File: src/rtl/bbl_pkg.sv
// ----------------------------------------------------------------------------
// bbl_pkg : shared types and constants of the byte budget LRU table
// Item structs, command and cell operation codes, table sizes.
// ----------------------------------------------------------------------------
package bbl_pkg;

  localparam int ENTRIES  = 64;
  localparam int SLOT_W   = 6;
  localparam int CNT_W    = 7;
  localparam int SIZE_W   = 32;
  localparam int ACC_W    = 38;  // exact sum of all entry sizes
  localparam int SUM_W    = 39;  // accumulator plus one chunk
  localparam int MIB_SHIFT = 20;
  localparam int STAT_W   = 48;
  localparam int USED_W   = 37;

  typedef enum logic [2:0] {
    CMD_LOOKUP  = 3'd0,
    CMD_INSERT  = 3'd1,
    CMD_REMOVE  = 3'd2,
    CMD_RM_SIG  = 3'd3,
    CMD_CLEAR   = 3'd4,
    CMD_TRIM    = 3'd5,
    CMD_RST_ST  = 3'd6,
    CMD_NONE    = 3'd7
  } cmd_e;

  typedef enum logic [2:0] {
    OP_NOP,
    OP_INSTALL,
    OP_PROMOTE,
    OP_DROP,
    OP_CLEAR
  } cell_op_e;

  typedef enum logic [1:0] {
    S_IDLE,
    S_SCAN,
    S_ACT,
    S_FIN
  } seq_state_e;

  typedef struct packed {
    logic [2:0]  command;
    logic [15:0] signal_id;
    logic [47:0] first_row;
    logic [24:0] num_rows;
    logic [31:0] chunk_bytes;
  } in_item_t;

  typedef struct packed {
    logic        found;
    logic [5:0]  slot;
    logic [6:0]  evicted;
    logic [6:0]  removed;
    logic [36:0] memory_used;
    logic [6:0]  entry_count;
    logic [47:0] hit_count;
    logic [47:0] miss_count;
  } out_item_t;

  // broadcast from the sequencer to every cell
  typedef struct packed {
    cell_op_e            op;
    logic [SLOT_W-1:0]   tgt;
    logic [SLOT_W-1:0]   tgt_age;
    logic [SLOT_W-1:0]   lru_age;
    logic                set_size;
    logic [15:0]         signal_id;
    logic [47:0]         first_row;
    logic [24:0]         num_rows;
    logic [SIZE_W-1:0]   size;
  } cell_cmd_t;

  // status of one cell
  typedef struct packed {
    logic              valid;
    logic              key_hit;
    logic              is_lru;
    logic              free_sel;
    logic              sig_sel;
    logic [SLOT_W-1:0] age;
    logic [SIZE_W-1:0] size;
  } cell_stat_t;

  // priority chain passed from cell to cell
  typedef struct packed {
    logic free_taken;
    logic sig_taken;
  } cell_chain_t;

endpackage

File: src/rtl/bbl_cell.sv
// ----------------------------------------------------------------------------
// bbl_cell : one table slot
// Holds key, size and age rank of one entry, compares against the broadcast
// key and passes first-free / first-signal-match claims to the next cell.
// ----------------------------------------------------------------------------
module bbl_cell import bbl_pkg::*; (
  input  logic              clk,
  input  logic              rst,
  input  logic [SLOT_W-1:0] idx,
  input  cell_cmd_t         cmd,
  input  cell_chain_t       chain_in,
  output cell_chain_t       chain_out,
  output cell_stat_t        stat
);

  logic              valid;
  logic [15:0]       signal;
  logic [47:0]       start;
  logic [24:0]       rows;
  logic [SIZE_W-1:0] size;
  logic [SLOT_W-1:0] age;
  logic              me;
  logic              sig_hit;

  assign me      = (idx == cmd.tgt);
  assign sig_hit = valid && (signal == cmd.signal_id);

  // status and chain
  always_comb begin
    stat.valid    = valid;
    stat.key_hit  = valid && (signal == cmd.signal_id) && (start == cmd.first_row)
                    && (rows == cmd.num_rows);
    stat.is_lru   = valid && (age == cmd.lru_age);
    stat.free_sel = !valid && !chain_in.free_taken;
    stat.sig_sel  = sig_hit && !chain_in.sig_taken;
    stat.age      = age;
    stat.size     = size;
    chain_out.free_taken = chain_in.free_taken || !valid;
    chain_out.sig_taken  = chain_in.sig_taken || sig_hit;
  end

  // valid flag
  always_ff @(posedge clk) begin
    if (rst) begin
      valid <= 1'b0;
    end else begin
      unique case (cmd.op)
        OP_INSTALL: if (me) valid <= 1'b1;
        OP_DROP:    if (me) valid <= 1'b0;
        OP_CLEAR:   valid <= 1'b0;
        OP_NOP, OP_PROMOTE: ;
        default: ;
      endcase
    end
  end

  // key, size and age rank
  always_ff @(posedge clk) begin
    unique case (cmd.op)
      OP_INSTALL: begin
        if (me) begin
          signal <= cmd.signal_id;
          start  <= cmd.first_row;
          rows   <= cmd.num_rows;
          size   <= cmd.size;
          age    <= '0;
        end else if (valid) begin
          age <= age + 1'b1;
        end
      end
      OP_PROMOTE: begin
        if (me) begin
          age <= '0;
          if (cmd.set_size) size <= cmd.size;
        end else if (valid && age < cmd.tgt_age) begin
          age <= age + 1'b1;
        end
      end
      OP_DROP: begin
        if (!me && valid && age > cmd.tgt_age) age <= age - 1'b1;
      end
      OP_NOP, OP_CLEAR: ;
      default: ;
    endcase
  end

endmodule

File: config.mk
export PLATFORM = sky130hd
export DESIGN_NAME = bbl_cell
export DESIGN_NICKNAME = d
export VERILOG_FILES = /design/src/rtl/bbl_pkg.sv /design/src/rtl/bbl_cell.sv
export SDC_FILE = /design/constraint.sdc
export NUM_CORES = 1
export LEC_CHECK = 0
export ABC_AREA = 1
export BUFFER_PORTS_ARGS = -buffer_cell sky130_fd_sc_hd__buf_2
export CAP_MARGIN = 5
export CORE_AREA = 2 2 105 127
export DETAILED_ROUTE_END_ITERATION = 8
export DIE_AREA = 0 0 107 129
export PLACE_DENSITY = 0.83
export SETUP_SLACK_MARGIN = 0.02
export SYNTH_ARGS = -nofsm -noshare
export SYNTH_HDL_FRONTEND = slang
export SYNTH_SLANG_ARGS = --single-unit
File: constraint.sdc
create_clock -name clk -period 8.36 [get_ports clk]
set_clock_uncertainty 0.05 [all_clocks]
set_input_delay 0.418 -clock clk [delete_from_list [all_inputs] [get_ports clk]]
set_output_delay 0.418 -clock clk [all_outputs]
set_load 0.02 [all_outputs]
; ---- Yosys cells after proc, flatten, opt, wreduce, memory -nomap -nowiden
; Cells that the tools add are included.
[classes]
n_lt_le_gt_ge = 2
add_sub_neg = 2
eq_ne = 16
n_reduce_logical = 22
n_mux = 13
[ops]
columns = operator, count
row1 = $mux W32, 3
row2 = $pmux W32 S2, 1
row3 = $eq A48 B48 Y1, 1
row4 = $mux W6, 5
row5 = $eq A25 B25 Y1, 1
row6 = $pmux W6 S3, 1
row7 = $eq A16 B16 Y1, 1
row8 = $eq A6 B6 Y1, 2
row9 = $ne A2 B2 Y1 const B, 5
row10 = $logic_and A1 B1 Y1, 9
row11 = $reduce_and A4 Y1, 2
row12 = $add A6 B1 Y6 const B, 1
row13 = $eq A3 B2 Y1 const B, 2
row14 = $gt A6 B6 Y1, 1
row15 = $lt A6 B6 Y1, 1
row16 = $ne A3 B3 Y1 const B, 2
row17 = $reduce_bool A3 Y1, 2
row18 = $sub A6 B1 Y6 const B, 1
row19 = $logic_not A1 Y1, 4
row20 = $eq A3 B1 Y1 const B, 1
row21 = $eq A3 B3 Y1 const B, 1
row22 = $pmux W1 S3, 1
row23 = $reduce_and A3 Y1, 1
row24 = $logic_or A1 B1 Y1, 2
row25 = 3 further kinds, 4
[word_totals]
word_cells = 61
regBits = 128
in_bits = 153

; ---- Logic depth before layout (Yosys ltp)
; Gate-level depths: netlist of run 1.
[logic_depth]
depth_word = 6
mapped_depth = 10
ltp_nobuf = 10

; ---- Worst setup path after synthesis of run 1
; OpenSTA, ideal clock, no wires.
[synth_timing]
kind = input port to flip-flop
from = in cmd[134] (netlist bit)
to = reg rows[0], enable pin
slack_ns = 5.222
arrival_time_ns = 2.645
cell_stages = 6
n_path_buf = 0
setup_ns = 0.443
path_cell_list = xor2_1 > nor2_1 > nand3_2 > clkinv_1 > nand2_1 > inv_1
[synth_via]
elab_chain_cells = 2
[synth_rtl]
columns = item, line_no
row1 = from (decl), bbl_cell.sv:10  ; input cell_cmd_t cmd,
row2 = $eq A6 B6 Y1, bbl_cell.sv:25  ; assign me = (idx == cmd.tgt);
row3 = $reduce_and A2 Y1 (no line), n/a
row4 = to (signal assigned), bbl_cell.sv:64  ; rows <= cmd.num_rows;
row5 = to (decl), bbl_cell.sv:19  ; logic [24:0] rows;
; No other way between the ends.
; A chain may end at the register's enable or synchronous reset.

; ---- Worst setup path after layout of run 1
[layout_timing]
from = reg age[4]
to = reg age[2], enable pin
[layout_via]
elab_chain_cells = 4
elab_cells_between_ends = 7
classes_between = order compare (2) / eq/ne (2) / reduce/logical (3)
[layout_rtl]
columns = item, line_no
row1 = from (decl), bbl_cell.sv:21  ; logic [SLOT_W-1:0] age;
row2 = from (signal assigned), bbl_cell.sv:68  ; age <= age + 1'b1;
row3 = from (signal assigned), bbl_cell.sv:76  ; age <= age + 1'b1;
row4 = from (signal assigned), bbl_cell.sv:80  ; if (!me && valid && age > cmd.tgt_age) age <= age - 1'b1;
row5 = $lt A6 B6 Y1 / $gt A6 B6 Y1 (equally long branches), "bbl_cell.sv:75, bbl_cell.sv:80"
row6 = "$logic_and A1 B1 Y1, on equally long branches", "bbl_cell.sv:75, bbl_cell.sv:80"
row7 = $ne A3 B3 Y1 (no line) / $ne A2 B2 Y1 (equally long branches), n/a
row8 = $reduce_and A4 Y1 (no line) (*), n/a
; Every way passes the cells marked *; elsewhere a longest branch is shown, timed or not.

==> summary by stage, run 1 <==
Outcome
The run finished with clean final reports.

Worst hold path
The path with the worst hold slack has its endpoint at size[1]$_DFFE_PP_. The worst hold path stage count is 1. The worst hold path begins at cmd[1].

The worst hold path belongs to the class input pin to flip-flop.

GRT
The number of antenna violations at the first check in global routing is 2. The first-pass GRT wire length is 20.7 mm. For this run the aggregate overflow at the end of global routing stands at 0.

The global router's overall resource usage is 19.5%. The pin count of the biggest net entering global routing is 90. The number of global-route vias before repair came to about 4700.

Finish
The post-route netlist has between 20% and 30% of its cells at a drive strength greater than 1. From synthesis to final layout, the design area changed by 28.9%. The total area of sequential cells is 3830 um2.

The non-filler instance count after layout is 1045. The multi-input combinational cells in the finished layout cover a total of 1800 um2. The final design area excluding fillers is ~8000 um2. The layout filler cell count is about 1100.

The final net count is 1028. The share of the core filled with cells in the final layout is 63.4%.

Setup path
The kind of launch point of the worst setup path is a flip-flop. The critical path goes through ha_1 -> nand2_1 -> nor2_1 -> o21ai_0 -> nand3_1 -> nand3_1 -> nand2_1 -> nand2_1 -> nor2_1. The worst register-to-register path begins at age[4]$_DFFE_PP_. Along the worst path, the maximum fanout reaches 6. The worst reg2reg path endpoint is age[2]$_DFFE_PP_.

On the worst path, the slowest cell contributes a delay of slightly above 0.5 ns. The slowest library cell on the worst path is sky130_fd_sc_hd__edfxtp_1. At the worst endpoint, the required time is 8.36 ns. Counting stages on the worst path, the most repeated cell is sky130_fd_sc_hd__nand2_1. The data arrival time of the worst path is 2.31 ns. The worst setup path is captured at a flip-flop.

The internal reg-to-reg setup slack is 6.05 ns. The worst setup path is of the flip-flop to flip-flop kind. The number of cells on the worst reg-to-reg path is 9.

Synthesis
After technology mapping, the gate count stands at 650. The synthesis warning total is 0. The most used flip-flop cell after synthesis is sky130_fd_sc_hd__edfxtp_1. By count the netlist is led by 216 x sky130_fd_sc_hd__nand2_1, 137 x sky130_fd_sc_hd__inv_1, 127 x sky130_fd_sc_hd__edfxtp_1. The synthesized net count is approximately 810. By area the synthesized netlist is led by sky130_fd_sc_hd__edfxtp_1 62%, sky130_fd_sc_hd__nand2_1 13%, sky130_fd_sc_hd__inv_1 8.3%. The count of unique library cells instantiated by Yosys is 29. In this run the cell area of the synthesized design comes to 6180 um2. The async set-reset flop share out of synthesis is 0%. In the post-synthesis netlist, the cell with the most instances is sky130_fd_sc_hd__nand2_1. The per-instance average area after synthesis is 9.51 um2. After synthesis the netlist holds a flip-flop and latch count of 128.

The cell type with the largest total area after synthesis is sky130_fd_sc_hd__edfxtp_1. The fraction of post-synthesis cell area in the top cell type by area is between 60% and 70%. Counting flops with a built-in enable in the synthesized netlist gives 127. Summing the sequential cell areas from Yosys gives 62.0% of the chip area.

Placed design
In this run the tool buffered the top-level ports with 197 buffer cells. The post-placement cell count is 1012. The HPWL after detailed placement is 9.92 mm. The final weighted congestion in routability-driven placement is 0.883. The placed cell area is between 7000 and 8000 um2.

Power and ir drop
Power spread over the standard cell area amounts to 196 nW/um2. The leakage power total is just under 4 nW. The proportion of total power due to net switching is between 20% and 30%. The share of total power dissipated in the clock network is 46.0%. The portion of total power attributed to sequential cells is 46.0%.

In this run, the combinational gates consume 7.9% of the power. The worst supply voltage drop on vdd is about 0.00017 V. Cell internal power was estimated by the tool at 1.21 mW. Summed over all nets, the switching power comes to roughly 0.35 mW.

Floorplanning
Pin placement for this block handled ~200 I/O pins. The floorplan die area is 13800 um2. The overall die width is 107 um.

The floorplan row count is 45. The initial utilization of the core area, before any placement, comes to 49.2%. The die is ~130 um tall. The core outline area is 12600 um2.

Clock network
In this run, post-CTS repair resized a total of 0 instances. The buffer type at the clock tree root is sky130_fd_sc_hd__clkbuf_16. The clock transition time at the flip-flop clock pins of the worst setup and hold paths is 0.06 ns. Post-CTS timing repair inserted 0 buffers for setup.

No sink is reached through more buffers than the 2 on the longest clock path. The maximum level of the CTS H-tree is 4. The later pin in the worst-skew pair is clocked with a latency of 0.41 ns.

Clock tree synthesis inserted a total of 17 buffers. The number of clock sinks seen by CTS is 128. The post-cts hold buffer count is 0. The clock tree from TritonCTS is built.

Drt
The final antenna-violating net count is 0. The total via count after detailed routing is approximately 4800. The average wire per standard cell is 12.4 um.

After detailed routing, the number of remaining DRC violations is 0. The number of DRC violations after detailed-routing iteration 0 is 223. The first detailed-routing pass ran for 4 iterations. The post-detailed-routing wire length is 13.0 mm. The per-cell via count in the routed design is 4.61.

Timing
The count of endpoints failing hold in the final timing report is 0. For the pin with the worst max-slew slack, the measured transition is between 1 and 1.5 ns. The worst slew margin relative to its limit is 21.5%. Across all hold checks on the routed design, the worst slack comes to 0.126 ns. Setup total negative slack on the finished layout was measured at 0 ns. The post-route clock period utilization is between 20% and 30%. The number of pins with negative max-slew slack in the final report is 0. The fmax is 433 MHz. The time the worst path needs with I/O delays and setup is 2.31 ns. Setup repair after global routing left no endpoint under its margin.

Setup violations remaining at the end of the flow were counted as 0.

Run
The max capacitance violation total is 0.
[final cells by class]
type	count	share of cell area [%]
Sequential cell	128	48.1
Multi-Input combinational cell	376	22.5
Timing Repair Buffer	199	12.6
Inverter	145	6.85
Clock buffer	17	5.34
Tap cell	164	2.58
Clock inverter	15	1.98
Antenna cell	1	0.0314
[state kept, by name, summed over array words and instances (netlist names)]
signal and count:
age 6, rows 25, signal 16, size 32
start 48, valid 1
[critical path, delay by kind of cell, from the launching register on]
family | cells | cell delay [ns]
flops | 1 | 0.51
simple gates | 7 | 0.95
fa+ha+maj | 1 | 0.33
compound gates | 1 | 0.11
[layout by cell type (no fill, tap or decap), types with 3 or more instances in the layout]
master,instances
sky130_fd_sc_hd__inv_2,7
sky130_fd_sc_hd__a21oi_1,7
sky130_fd_sc_hd__clkbuf_16,17
sky130_fd_sc_hd__nor2_2,4
sky130_fd_sc_hd__buf_2,197
sky130_fd_sc_hd__ha_1,8
sky130_fd_sc_hd__edfxtp_1,127
sky130_fd_sc_hd__nand3_1,8
sky130_fd_sc_hd__nand2_1,216
sky130_fd_sc_hd__xnor2_1,27
sky130_fd_sc_hd__xor2_1,9
sky130_fd_sc_hd__clkinv_2,3
sky130_fd_sc_hd__clkinvlp_4,3
sky130_fd_sc_hd__nor2_1,56
sky130_fd_sc_hd__o21ai_1,12
sky130_fd_sc_hd__o22ai_1,3
sky130_fd_sc_hd__inv_1,136
sky130_fd_sc_hd__nor3_2,3
sky130_fd_sc_hd__nand4_1,5
sky130_fd_sc_hd__clkinv_4,3
sky130_fd_sc_hd__o21ai_0,6
sky130_fd_sc_hd__inv_6,4
[how the worst max path moves through the flow]
stage / start / to / cells after the start
after floorplan: cmd[134] / rows[0]$_DFFE_PP_ / 6
after global placement: cmd[136] / start[26]$_DFFE_PP_ / 10
after detailed placement: cmd[136] / start[14]$_DFFE_PP_ / 10
after CTS: signal[2]$_DFFE_PP_ / stat[41] / 8
after global routing: signal[2]$_DFFE_PP_ / stat[41] / 8
final: age[4]$_DFFE_PP_ / age[2]$_DFFE_PP_ / 9
[through the flow]
step | setup slack [ns] | total power [mW]
floorplan | 5.22 | 0.794
global placement | 5.88 | 0.852
detailed placement | 5.85 | 0.857
CTS | 5.99 | 1.58
global route | 5.87 | 1.62
finish | 6.05 | 1.56
[per-layer routing]
| metal | GRT usage (%) | wire, um | up-vias |
|---|---|---|---|
| li1 | - | - | 2470 |
| met1 | 21.0 | 5000 | 2141 |
| met2 | 34.5 | 6560 | 183 |
| met3 | 8.46 | 1260 | 21 |
| met4 | 6.26 | 182 | 0 |
| met5 | 0 | 0 | - |
[cells by family (layout without fill, tap and decap cells)]
group           count (synthesis)  in the layout  synth area share, %
compound gates                 34             34                 3.04
buf+inv                       146            376                 8.93
xor+xnor                       36             36                 5.10
simple gates                  298            298                 19.3
flops                         128            128                 62.0
fa+ha+maj                       8              8                 1.62
other cells                     0              1                    0
[power groups by stage]
stage	clock network, mW	logic, mW	registers [mW]
3_3_place_gp	0	0.119	0.733
4_1_cts	0.736	0.126	0.720
2_1_floorplan	0	0.0575	0.736
5_1_grt	0.760	0.141	0.720
6_report	0.719	0.124	0.720
3_5_place_dp	0	0.124	0.733
Power figures use the tool's default switching activity.
==> inputs of run 2 (changes only) <==
--- a/config.mk
+++ b/config.mk
@@ -8,10 +8,10 @@
 export ABC_AREA = 1
 export BUFFER_PORTS_ARGS = -buffer_cell sky130_fd_sc_hd__buf_2
 export CAP_MARGIN = 5
-export CORE_AREA = 2 2 105 127
+export CORE_AREA = 2 2 109 132
 export DETAILED_ROUTE_END_ITERATION = 8
-export DIE_AREA = 0 0 107 129
-export PLACE_DENSITY = 0.83
+export DIE_AREA = 0 0 111 134
+export PLACE_DENSITY = 0.8
 export SETUP_SLACK_MARGIN = 0.02
 export SYNTH_ARGS = -nofsm -noshare
 export SYNTH_HDL_FRONTEND = slang
==> constraint.sdc (replaced) <==
create_clock -name clk -period 1.9 [get_ports clk]
set_clock_uncertainty 0.05 [all_clocks]
set_input_delay 0.095 -clock clk [delete_from_list [all_inputs] [get_ports clk]]
set_output_delay 0.095 -clock clk [all_outputs]
set_load 0.02 [all_outputs]
==> run 2 against run 1 <==
Against the previous run: register-to-register slack lost 6.0 ns; setup slack got worse by 6.0 ns; clock power rose to 4.4 times the previous value; via count up 13%; sequential power increased to 4.4 times the previous value; global-route usage is 2.3 points higher; critical path type is now flip-flop to output pin; highest routed layer unchanged.
==> summary by stage, run 2 (synthesis gave the netlist of run 1 again) <==
Finish
The final net count is 1160 (was 1028). The share of cells above drive strength 1 is 28.2% (was 28.3%). The most common cell after layout, fill and taps aside is sky130_fd_sc_hd__nand2_1 (unchanged). The non-filler instance count after layout is 1183 (was 1045).

The number of flip-flops under the largest register name came to 48 (unchanged). The count of inserted antenna diode cells is 0 (was 1). Registers with the highest flip-flop counts: start (48), size (32), rows (25) (unchanged). Top library cells by usage in the layout, fill and taps aside: 210 x sky130_fd_sc_hd__nand2_1, 194 x sky130_fd_sc_hd__buf_2, 134 x sky130_fd_sc_hd__inv_1, 127 x sky130_fd_sc_hd__edfxtp_1, 122 x sky130_fd_sc_hd__dlygate4sd3_1 (was 216 x sky130_fd_sc_hd__nand2_1, 197 x sky130_fd_sc_hd__buf_2, 136 x sky130_fd_sc_hd__inv_1, 127 x sky130_fd_sc_hd__edfxtp_1, 56 x sky130_fd_sc_hd__nor2_1).

The layout overhead on the synthesized area was 53.0% (was 28.9%). The register ranked first by flip-flop count is start (unchanged). The share of the core filled with cells in the final layout was 69.6% (was 63.4%).

Timing
The count of endpoints failing hold in the final timing report was 0 (unchanged). The transition at the pin with the smallest max-transition slack is 0.305 ns (was 1.18 ns). The worst slew margin relative to its limit is 79.6% (was 21.5%).

The time the worst path needs with I/O delays and setup is between 1.5 and 2 ns. The number of pins with negative max-slew slack in the final report is 0 (unchanged). The fmax is roughly 530 MHz. Unrepaired setup endpoints after global routing: true (was false). The sum of negative setup slack was 0 ns (unchanged). The number of setup violations in the final report is 0 (unchanged). Dividing the final minimum period by the clock period gives between 90% and 100%. The final worst hold slack is 0.0814 ns (was 0.126 ns).

Setup path
The type of element capturing the critical path was an output pin (was flip-flop). The largest fanout on the critical path is 2 (was 6). The required time reported for the critical path endpoint is 1.75 ns (was 8.36 ns). The launch point of the worst path is signal[15]$_DFFE_PP_ (was age[4]$_DFFE_PP_). The kind of launch point of the worst setup path is a flip-flop (unchanged). The startpoint of the lowest-slack register-to-register path is age[3]$_DFFE_PP_ (was age[4]$_DFFE_PP_). The logic depth of the worst register-to-register path came to 9 (unchanged). The data arrival time of the worst path is 1.75 ns (was 2.31 ns).

The internal reg-to-reg setup slack is 0.05 ns (was 6.05 ns). The worst reg2reg path endpoint is age[4]$_DFFE_PP_ (was age[2]$_DFFE_PP_). The critical path endpoint is stat[41] (was age[2]$_DFFE_PP_). The start-to-end type of the worst setup path is flip-flop to output pin (was flip-flop to flip-flop).

Drt
The per-cell via count in the routed design is 4.61 (about the same). The number of DRC violations after detailed-routing iteration 0 came to 232 (was 223). The DRC violations left is 0 (unchanged). The first-pass detailed-route iteration total is 5 (was 4).

The post-detailed-routing wire length is 16.3 mm (was 13.0 mm). The final antenna-violating net count was 0 (unchanged). The total via count after detailed routing was 5452 (was 4815). The average wire per standard cell was 13.8 um (was 12.4 um).

Clock network
The buffer type at the clock tree root is sky130_fd_sc_hd__clkbuf_16 (unchanged). The clock transition time at the flip-flop clock pins of the worst setup and hold paths is 0.06 ns (about the same). The number of buffers on the longest clock path came to 2 (unchanged).

The number of clock sinks seen by CTS was 128 (unchanged). The number of buffers created by CTS is 17 (unchanged). The maximum level of the CTS H-tree is 4 (unchanged). The clock tree from TritonCTS is built (unchanged). The insertion delay of the later-clocked pin in the worst-skew pair is 0.41 ns (about the same).

Power and ir drop
The total power divided by cell area is 757 nW/um2 (was 196 nW/um2). The clock group share of total power is 44.1% (was 46.0%). The total power consumption of the routed design was 7.16 mW (was 1.56 mW). The leakage power total is 4.46 nW (was 3.86 nW). The portion of total power attributed to sequential cells was 44.0% (was 46.0%). The logic gate share of total power is 11.9% (was 7.9%).

The worst supply voltage drop on vdd is 0.000687 V (was 0.000174 V). The cell-internal power is 5.43 mW (was 1.21 mW). The proportion of total power due to net switching was 24.1% (was 22.6%).

The switching power was 1.73 mW (was 0.353 mW).

Placed design
The final weighted congestion in routability-driven placement was 0.855 (was 0.883). The half-perimeter wire length after placement came to 10.1 mm (was 9.92 mm). The post-placement cell count is 1026 (was 1012). The count of input and output buffers is 197 (unchanged).

Floorplanning
The height of the chip was 134 um (was 129 um). The I/O pin count is 198 (unchanged). The core outline area was 13600 um2 (was 12600 um2).

The overall die width is 111 um (was 107 um). The effective utilization at floorplan is 45.5% (was 49.2%). The floorplan row count came to 47 (was 45). The floorplan die area is 14900 um2 (was 13800 um2).

GRT
The met1 track demand over resource in global routing was 24.4% (was 21.0%). The met2 global-route usage is 38.8% (was 34.5%). The most congested layer reported by global routing was met2 (unchanged). The met3 global-route usage is 6.87% (was 8.46%). The pin count of the biggest net entering global routing is 55 (was 90). The first-pass GRT wire length is 25.8 mm (was 20.7 mm).

The global router's overall resource usage is 21.8% (was 19.5%). The total congestion overflow is 0 (unchanged). The number of antenna violations at the first check in global routing is 0 (was 2). The number of global-route vias before repair is 5690 (was 4722).

Outcome
Result of the run: complete, no violations (unchanged).

Run
The max capacitance violation total is 0 (unchanged).

Worst hold path
The path class of the lowest-slack min-delay path is input pin to flip-flop (unchanged).
[run 2: changes by cell type in the layout (fill, tap and decap cells not counted), sizes merged]
cell,before,now
bufinv,2,1
inv,147,150
diode,1,0
buf,199,209
dlygate4sd3,0,122
clkinv,8,6
[run 2: worst min-delay path by stage]
| stage | depth (start not counted) | from | to |
|---|---|---|---|
| after global routing | 4 | cmd[142] | valid$_SDFFE_PP0P_ |
| after CTS | 4 | cmd[142] | valid$_SDFFE_PP0P_ |
| after floorplan | 1 | rst | valid$_SDFFE_PP0P_ |
| final | 4 | cmd[142] | valid$_SDFFE_PP0P_ |
| after detailed placement | 2 | rst | valid$_SDFFE_PP0P_ |
| after global placement | 2 | rst | valid$_SDFFE_PP0P_ |
[run 2: metal layers]
metal,vias up,routed length [um]
li1,2730,-
met1,2472,6400
met2,220,8430
met3,30,1140
met4,0,359
met5,-,0
[run 2: stage by stage]
stage                     cell area (um2)  setup WS, ns
after global routing                 9450        -0.114
after CTS                            9320       -0.0543
after floorplan                      6200        -0.389
final                                9450       0.00978
after detailed placement             7500        0.0628
after global placement               7500         0.108
[run 2: worst max-delay path: stages (launching register included)]
cell and delay, ns:
sky130_fd_sc_hd__edfxtp_1 0.38, sky130_fd_sc_hd__nand2_1 0.09, sky130_fd_sc_hd__nand2_2 0.06, sky130_fd_sc_hd__nor3_4 0.23, sky130_fd_sc_hd__nand3_2 0.13, sky130_fd_sc_hd__nor2_4 0.14, sky130_fd_sc_hd__nand2_1 0.07, sky130_fd_sc_hd__nor2_2 0.11
sky130_fd_sc_hd__buf_6 0.13
[run 2: layout make-up]
cell class / instances / area (um2)
well taps: 171 / 214
flip-flops and latches: 128 / 3830
clock buffers: 17 / 425
clock inverters: 15 / 148
multi-input cells: 376 / 1920
fillers: 954 / 4130
repair buffers: 331 / 2360
inverters: 145 / 554
[run 2: power by group through the flow]
stage	clock network, mW	logic [mW]	registers [mW]
2_1_floorplan	0	0.258	3.24
3_3_place_gp	0	0.564	3.20
3_5_place_dp	0	0.587	3.21
4_1_cts	3.21	0.786	3.15
5_1_grt	3.33	0.938	3.15
6_report	3.16	0.851	3.15
[run 2: what timing repair did]
action                                  in CTS  in global routing
endpoints found under the hold margin      122                  0
gates resized for setup                      7                 29
endpoints found under the setup margin       4                 10
buffers inserted                             0                  3
hold buffers                               122                  0
pin swaps                                    3                 28
==> inputs of run 3 (changes only) <==
--- a/config.mk
+++ b/config.mk
@@ -8,10 +8,11 @@
 export ABC_AREA = 1
 export BUFFER_PORTS_ARGS = -buffer_cell sky130_fd_sc_hd__buf_2
 export CAP_MARGIN = 5
-export CORE_AREA = 2 2 109 132
+export CORE_AREA = 2 2 105 127
 export DETAILED_ROUTE_END_ITERATION = 8
-export DIE_AREA = 0 0 111 134
-export PLACE_DENSITY = 0.8
+export DIE_AREA = 0 0 107 129
+export MAX_ROUTING_LAYER = met4
+export PLACE_DENSITY = 0.83
 export SETUP_SLACK_MARGIN = 0.02
 export SYNTH_ARGS = -nofsm -noshare
 export SYNTH_HDL_FRONTEND = slang
==> constraint.sdc (replaced) <==
create_clock -name clk -period 1.75 [get_ports clk]
set_clock_uncertainty 0.05 [all_clocks]
set_input_delay 0.0875 -clock clk [delete_from_list [all_inputs] [get_ports clk]]
set_output_delay 0.0875 -clock clk [all_outputs]
set_load 0.02 [all_outputs]
==> run 3 against run 2 <==
Against the previous run: the flow now finishes with violations (negative setup slack); via count is 5.0% higher; sequential power is 8.6% higher; routed wire length is 11% higher; first-iteration DRC count is 18% higher; largest cell class unchanged; sequential cell count stayed put; clock-buffer cell count stayed put; combinational power is 17% higher; utilization is 6.2 points higher; setup slack worse by 0.20 ns; power is 10% higher.
==> summary by stage, run 3 (synthesis gave the netlist of run 1 again) <==
Finish
The most common cell after layout, fill and taps aside was sky130_fd_sc_hd__nand2_1 (unchanged). Registers with the highest flip-flop counts: start (48), size (32), rows (25) (unchanged). The number of flip-flops under the largest register name is 48 (unchanged). The register ranked first by flip-flop count was start (unchanged).

The share of the core filled with cells in the final layout is 75.8% (was 69.6%). Top library cells by usage in the layout, fill and taps aside: 209 x sky130_fd_sc_hd__nand2_1, 193 x sky130_fd_sc_hd__buf_2, 133 x sky130_fd_sc_hd__inv_1, 127 x sky130_fd_sc_hd__edfxtp_1, 123 x sky130_fd_sc_hd__dlygate4sd3_1 (was 210 x sky130_fd_sc_hd__nand2_1, 194 x sky130_fd_sc_hd__buf_2, 134 x sky130_fd_sc_hd__inv_1, 127 x sky130_fd_sc_hd__edfxtp_1, 122 x sky130_fd_sc_hd__dlygate4sd3_1). The share of cells above drive strength 1 was 28.7% (was 28.2%).

The non-filler instance count after layout is 1181 (was 1183). The final net count is 1165 (was 1160). The count of inserted antenna diode cells is 0 (unchanged). The layout overhead on the synthesized area is 54.0% (was 53.0%). The layout filler cell count is 786 (was 954).

Placed design
The half-perimeter wire length after placement is 10.4 mm (was 10.1 mm). The count of input and output buffers is 197 (unchanged). The post-placement cell count came to 1021 (was 1026). The final weighted congestion in routability-driven placement was 0.841 (was 0.855). The worst-case setup slack after placement is -0.0869 ns (was 0.0628 ns).

Floorplanning
The floorplan row count came to 45 (was 47). The effective utilization at floorplan was 49.2% (was 45.5%). The overall die width came to 107 um (was 111 um). The core outline area is 12600 um2 (was 13600 um2). The height of the chip is 129 um (was 134 um). The floorplan die area is 13800 um2 (was 14900 um2).

The I/O pin count is 198 (unchanged).

Setup path
The kind of launch point of the worst setup path was a flip-flop (unchanged). The type of element capturing the critical path is an output pin (unchanged). The data arrival time of the worst path came to 1.80 ns (was 1.75 ns).

The largest fanout on the critical path is 2 (unchanged). The required time reported for the critical path endpoint is 1.61 ns (was 1.75 ns). The start-to-end type of the worst setup path is flip-flop to output pin (unchanged).

Outcome
The checks that failed: negative setup slack. Result of the run: complete, but fails checks (was complete, no violations).

GRT
The global router's overall resource usage came to 26.8% (was 21.8%). The number of antenna violations at the first check in global routing came to 0 (unchanged). The most congested layer reported by global routing was met2 (unchanged).

The met1 track demand over resource in global routing is 27.1% (was 24.4%). The total congestion overflow is 0 (unchanged). The met2 global-route usage is 48.8% (was 38.8%).

The met3 global-route usage came to 6.79% (was 6.87%). The pin count of the biggest net entering global routing was 35 (was 55). The first-pass GRT wire length is 27.3 mm (was 25.8 mm). The number of global-route vias before repair is 5905 (was 5690).

Clock network
The number of clock sinks seen by CTS is 128 (unchanged). The clock transition time at the flip-flop clock pins of the worst setup and hold paths is 0.06 ns (about the same). The insertion delay of the later-clocked pin in the worst-skew pair is 0.41 ns (about the same). The maximum level of the CTS H-tree came to 4 (unchanged).

The number of buffers created by CTS came to 17 (unchanged). The buffer type at the clock tree root is sky130_fd_sc_hd__clkbuf_16 (unchanged). The number of buffers on the longest clock path is 2 (unchanged). The clock tree from TritonCTS was built (unchanged).

Drt
The DRC violations left is 0 (unchanged). The first-pass detailed-route iteration total came to 5 (unchanged). The average wire per standard cell came to 15.4 um (was 13.8 um). The final antenna-violating net count is 0 (unchanged).

The number of DRC violations after detailed-routing iteration 0 is 273 (was 232). The per-cell via count in the routed design is 4.85 (was 4.61). The total via count after detailed routing is 5726 (was 5452). The post-detailed-routing wire length is 18.2 mm (was 16.3 mm).

Timing
The worst slew margin relative to its limit came to 81.0% (was 79.6%). The count of endpoints failing hold in the final timing report was 0 (unchanged). In the finished design, the share of the clock period the worst path needs comes to 111%.

The final worst-path setup slack is -0.189 ns (was 0.00978 ns). After layout, the minimum clock period comes to slightly below 2 ns. The number of pins with negative max-slew slack in the final report is 0 (unchanged).

The sum of negative setup slack came to -1.42 ns (was 0 ns). The number of setup violations in the final report is 10 (was 0). Unrepaired setup endpoints after global routing: true (unchanged). The transition at the pin with the smallest max-transition slack came to 0.283 ns (was 0.305 ns). The fmax is 516 MHz.

Power and ir drop
The proportion of total power due to net switching is 24.9% (was 24.1%). The switching power is 1.96 mW (was 1.73 mW). The total power divided by cell area was 829 nW/um2 (was 757 nW/um2). The total power consumption of the routed design is 7.89 mW (was 7.16 mW). The logic gate share of total power is 12.6% (was 11.9%).

The worst supply voltage drop on vdd is 0.000757 V (was 0.000687 V). The cell-internal power is 5.92 mW (was 5.43 mW). The leakage power total was 4.49 nW (was 4.46 nW). The portion of total power attributed to sequential cells is 43.4% (was 44.0%). The clock group share of total power was 44.0% (was 44.1%).

Run
The max capacitance violation total is 0 (unchanged).

Worst hold path
The path class of the lowest-slack min-delay path is input pin to flip-flop (unchanged).
[run 3: cell types whose count changed in the layout (fill, tap and decap cells not counted), moves of 3 or more]
cell	change
sky130_fd_sc_hd__inv_6	-3
sky130_fd_sc_hd__xnor2_2	-3
sky130_fd_sc_hd__xnor2_1	+3
sky130_fd_sc_hd__nor2_1	+3
sky130_fd_sc_hd__nor2_2	-3
[run 3: final cells by class]
type	count	area [um2]	area share (%)
Inverter	145	557	5.85
Multi-Input combinational cell	376	1920	20.2
Clock buffer	17	425	4.47
Sequential cell	128	3830	40.3
Timing Repair Buffer	336	2420	25.4
Tap cell	164	205	2.16
Clock inverter	15	151	1.59
[run 3: power groups by stage]
| stage | sequential [mW] | combinational (mW) | clock [mW] |
|---|---|---|---|
| after detailed placement | 3.48 | 0.643 | 0 |
| after floorplan | 3.52 | 0.280 | 0 |
| after global routing | 3.42 | 1.07 | 3.64 |
| after global placement | 3.48 | 0.620 | 0 |
| final | 3.42 | 0.992 | 3.47 |
| after CTS | 3.42 | 0.884 | 3.47 |
[run 3: worst paths after layout]
kind,endpoint,slack (ns),depth (start not counted),startpoint
worst max-delay path,stat[41],-0.19,8,signal[11]$_DFFE_PP_
worst min-delay path,age[3]$_DFFE_PP_,0.22,5,cmd[141]
worst max register to register,age[0]$_DFFE_PP_,-0.14,8,age[4]$_DFFE_PP_
worst min register to register,age[0]$_DFFE_PP_,0.70,2,age[0]$_DFFE_PP_
[run 3: metrics by stage]
step / instance area (um2) / hold WS, ns
after global routing: 9510 / 0.196
after global placement: 7520 / 0.214
after detailed placement: 7520 / 0.216
after CTS: 9410 / 0.179
final: 9510 / 0.218
after floorplan: 6200 / 0.107
[run 3: what timing repair did]
action / CTS / global route
hold buffers: 123 / 0
hold endpoints to repair: 122 / 0
buffers inserted: 4 / 2
resized for setup: 18 / 21
pin swaps: 13 / 10
endpoints found under the setup margin: 10 / 11
[run 3: routing by layer]
layer,part of all wire (%),vias to the layer above,wire length (um)
met5,0,-,0
met4,3.8,0,693
met3,7.4,76,1350
met2,53,304,9660
met1,36,2608,6480
li1,-,2738,-
[run 3: critical path: stages, from the launching register on]
cell and delay [ns]:
sky130_fd_sc_hd__edfxtp_1 0.41, sky130_fd_sc_hd__nand2_1 0.10, sky130_fd_sc_hd__nand2_1 0.06, sky130_fd_sc_hd__nor3_2 0.22, sky130_fd_sc_hd__nand3_1 0.14, sky130_fd_sc_hd__nor2_2 0.16
sky130_fd_sc_hd__nand2_2 0.08, sky130_fd_sc_hd__nor2_2 0.09, sky130_fd_sc_hd__buf_6 0.13
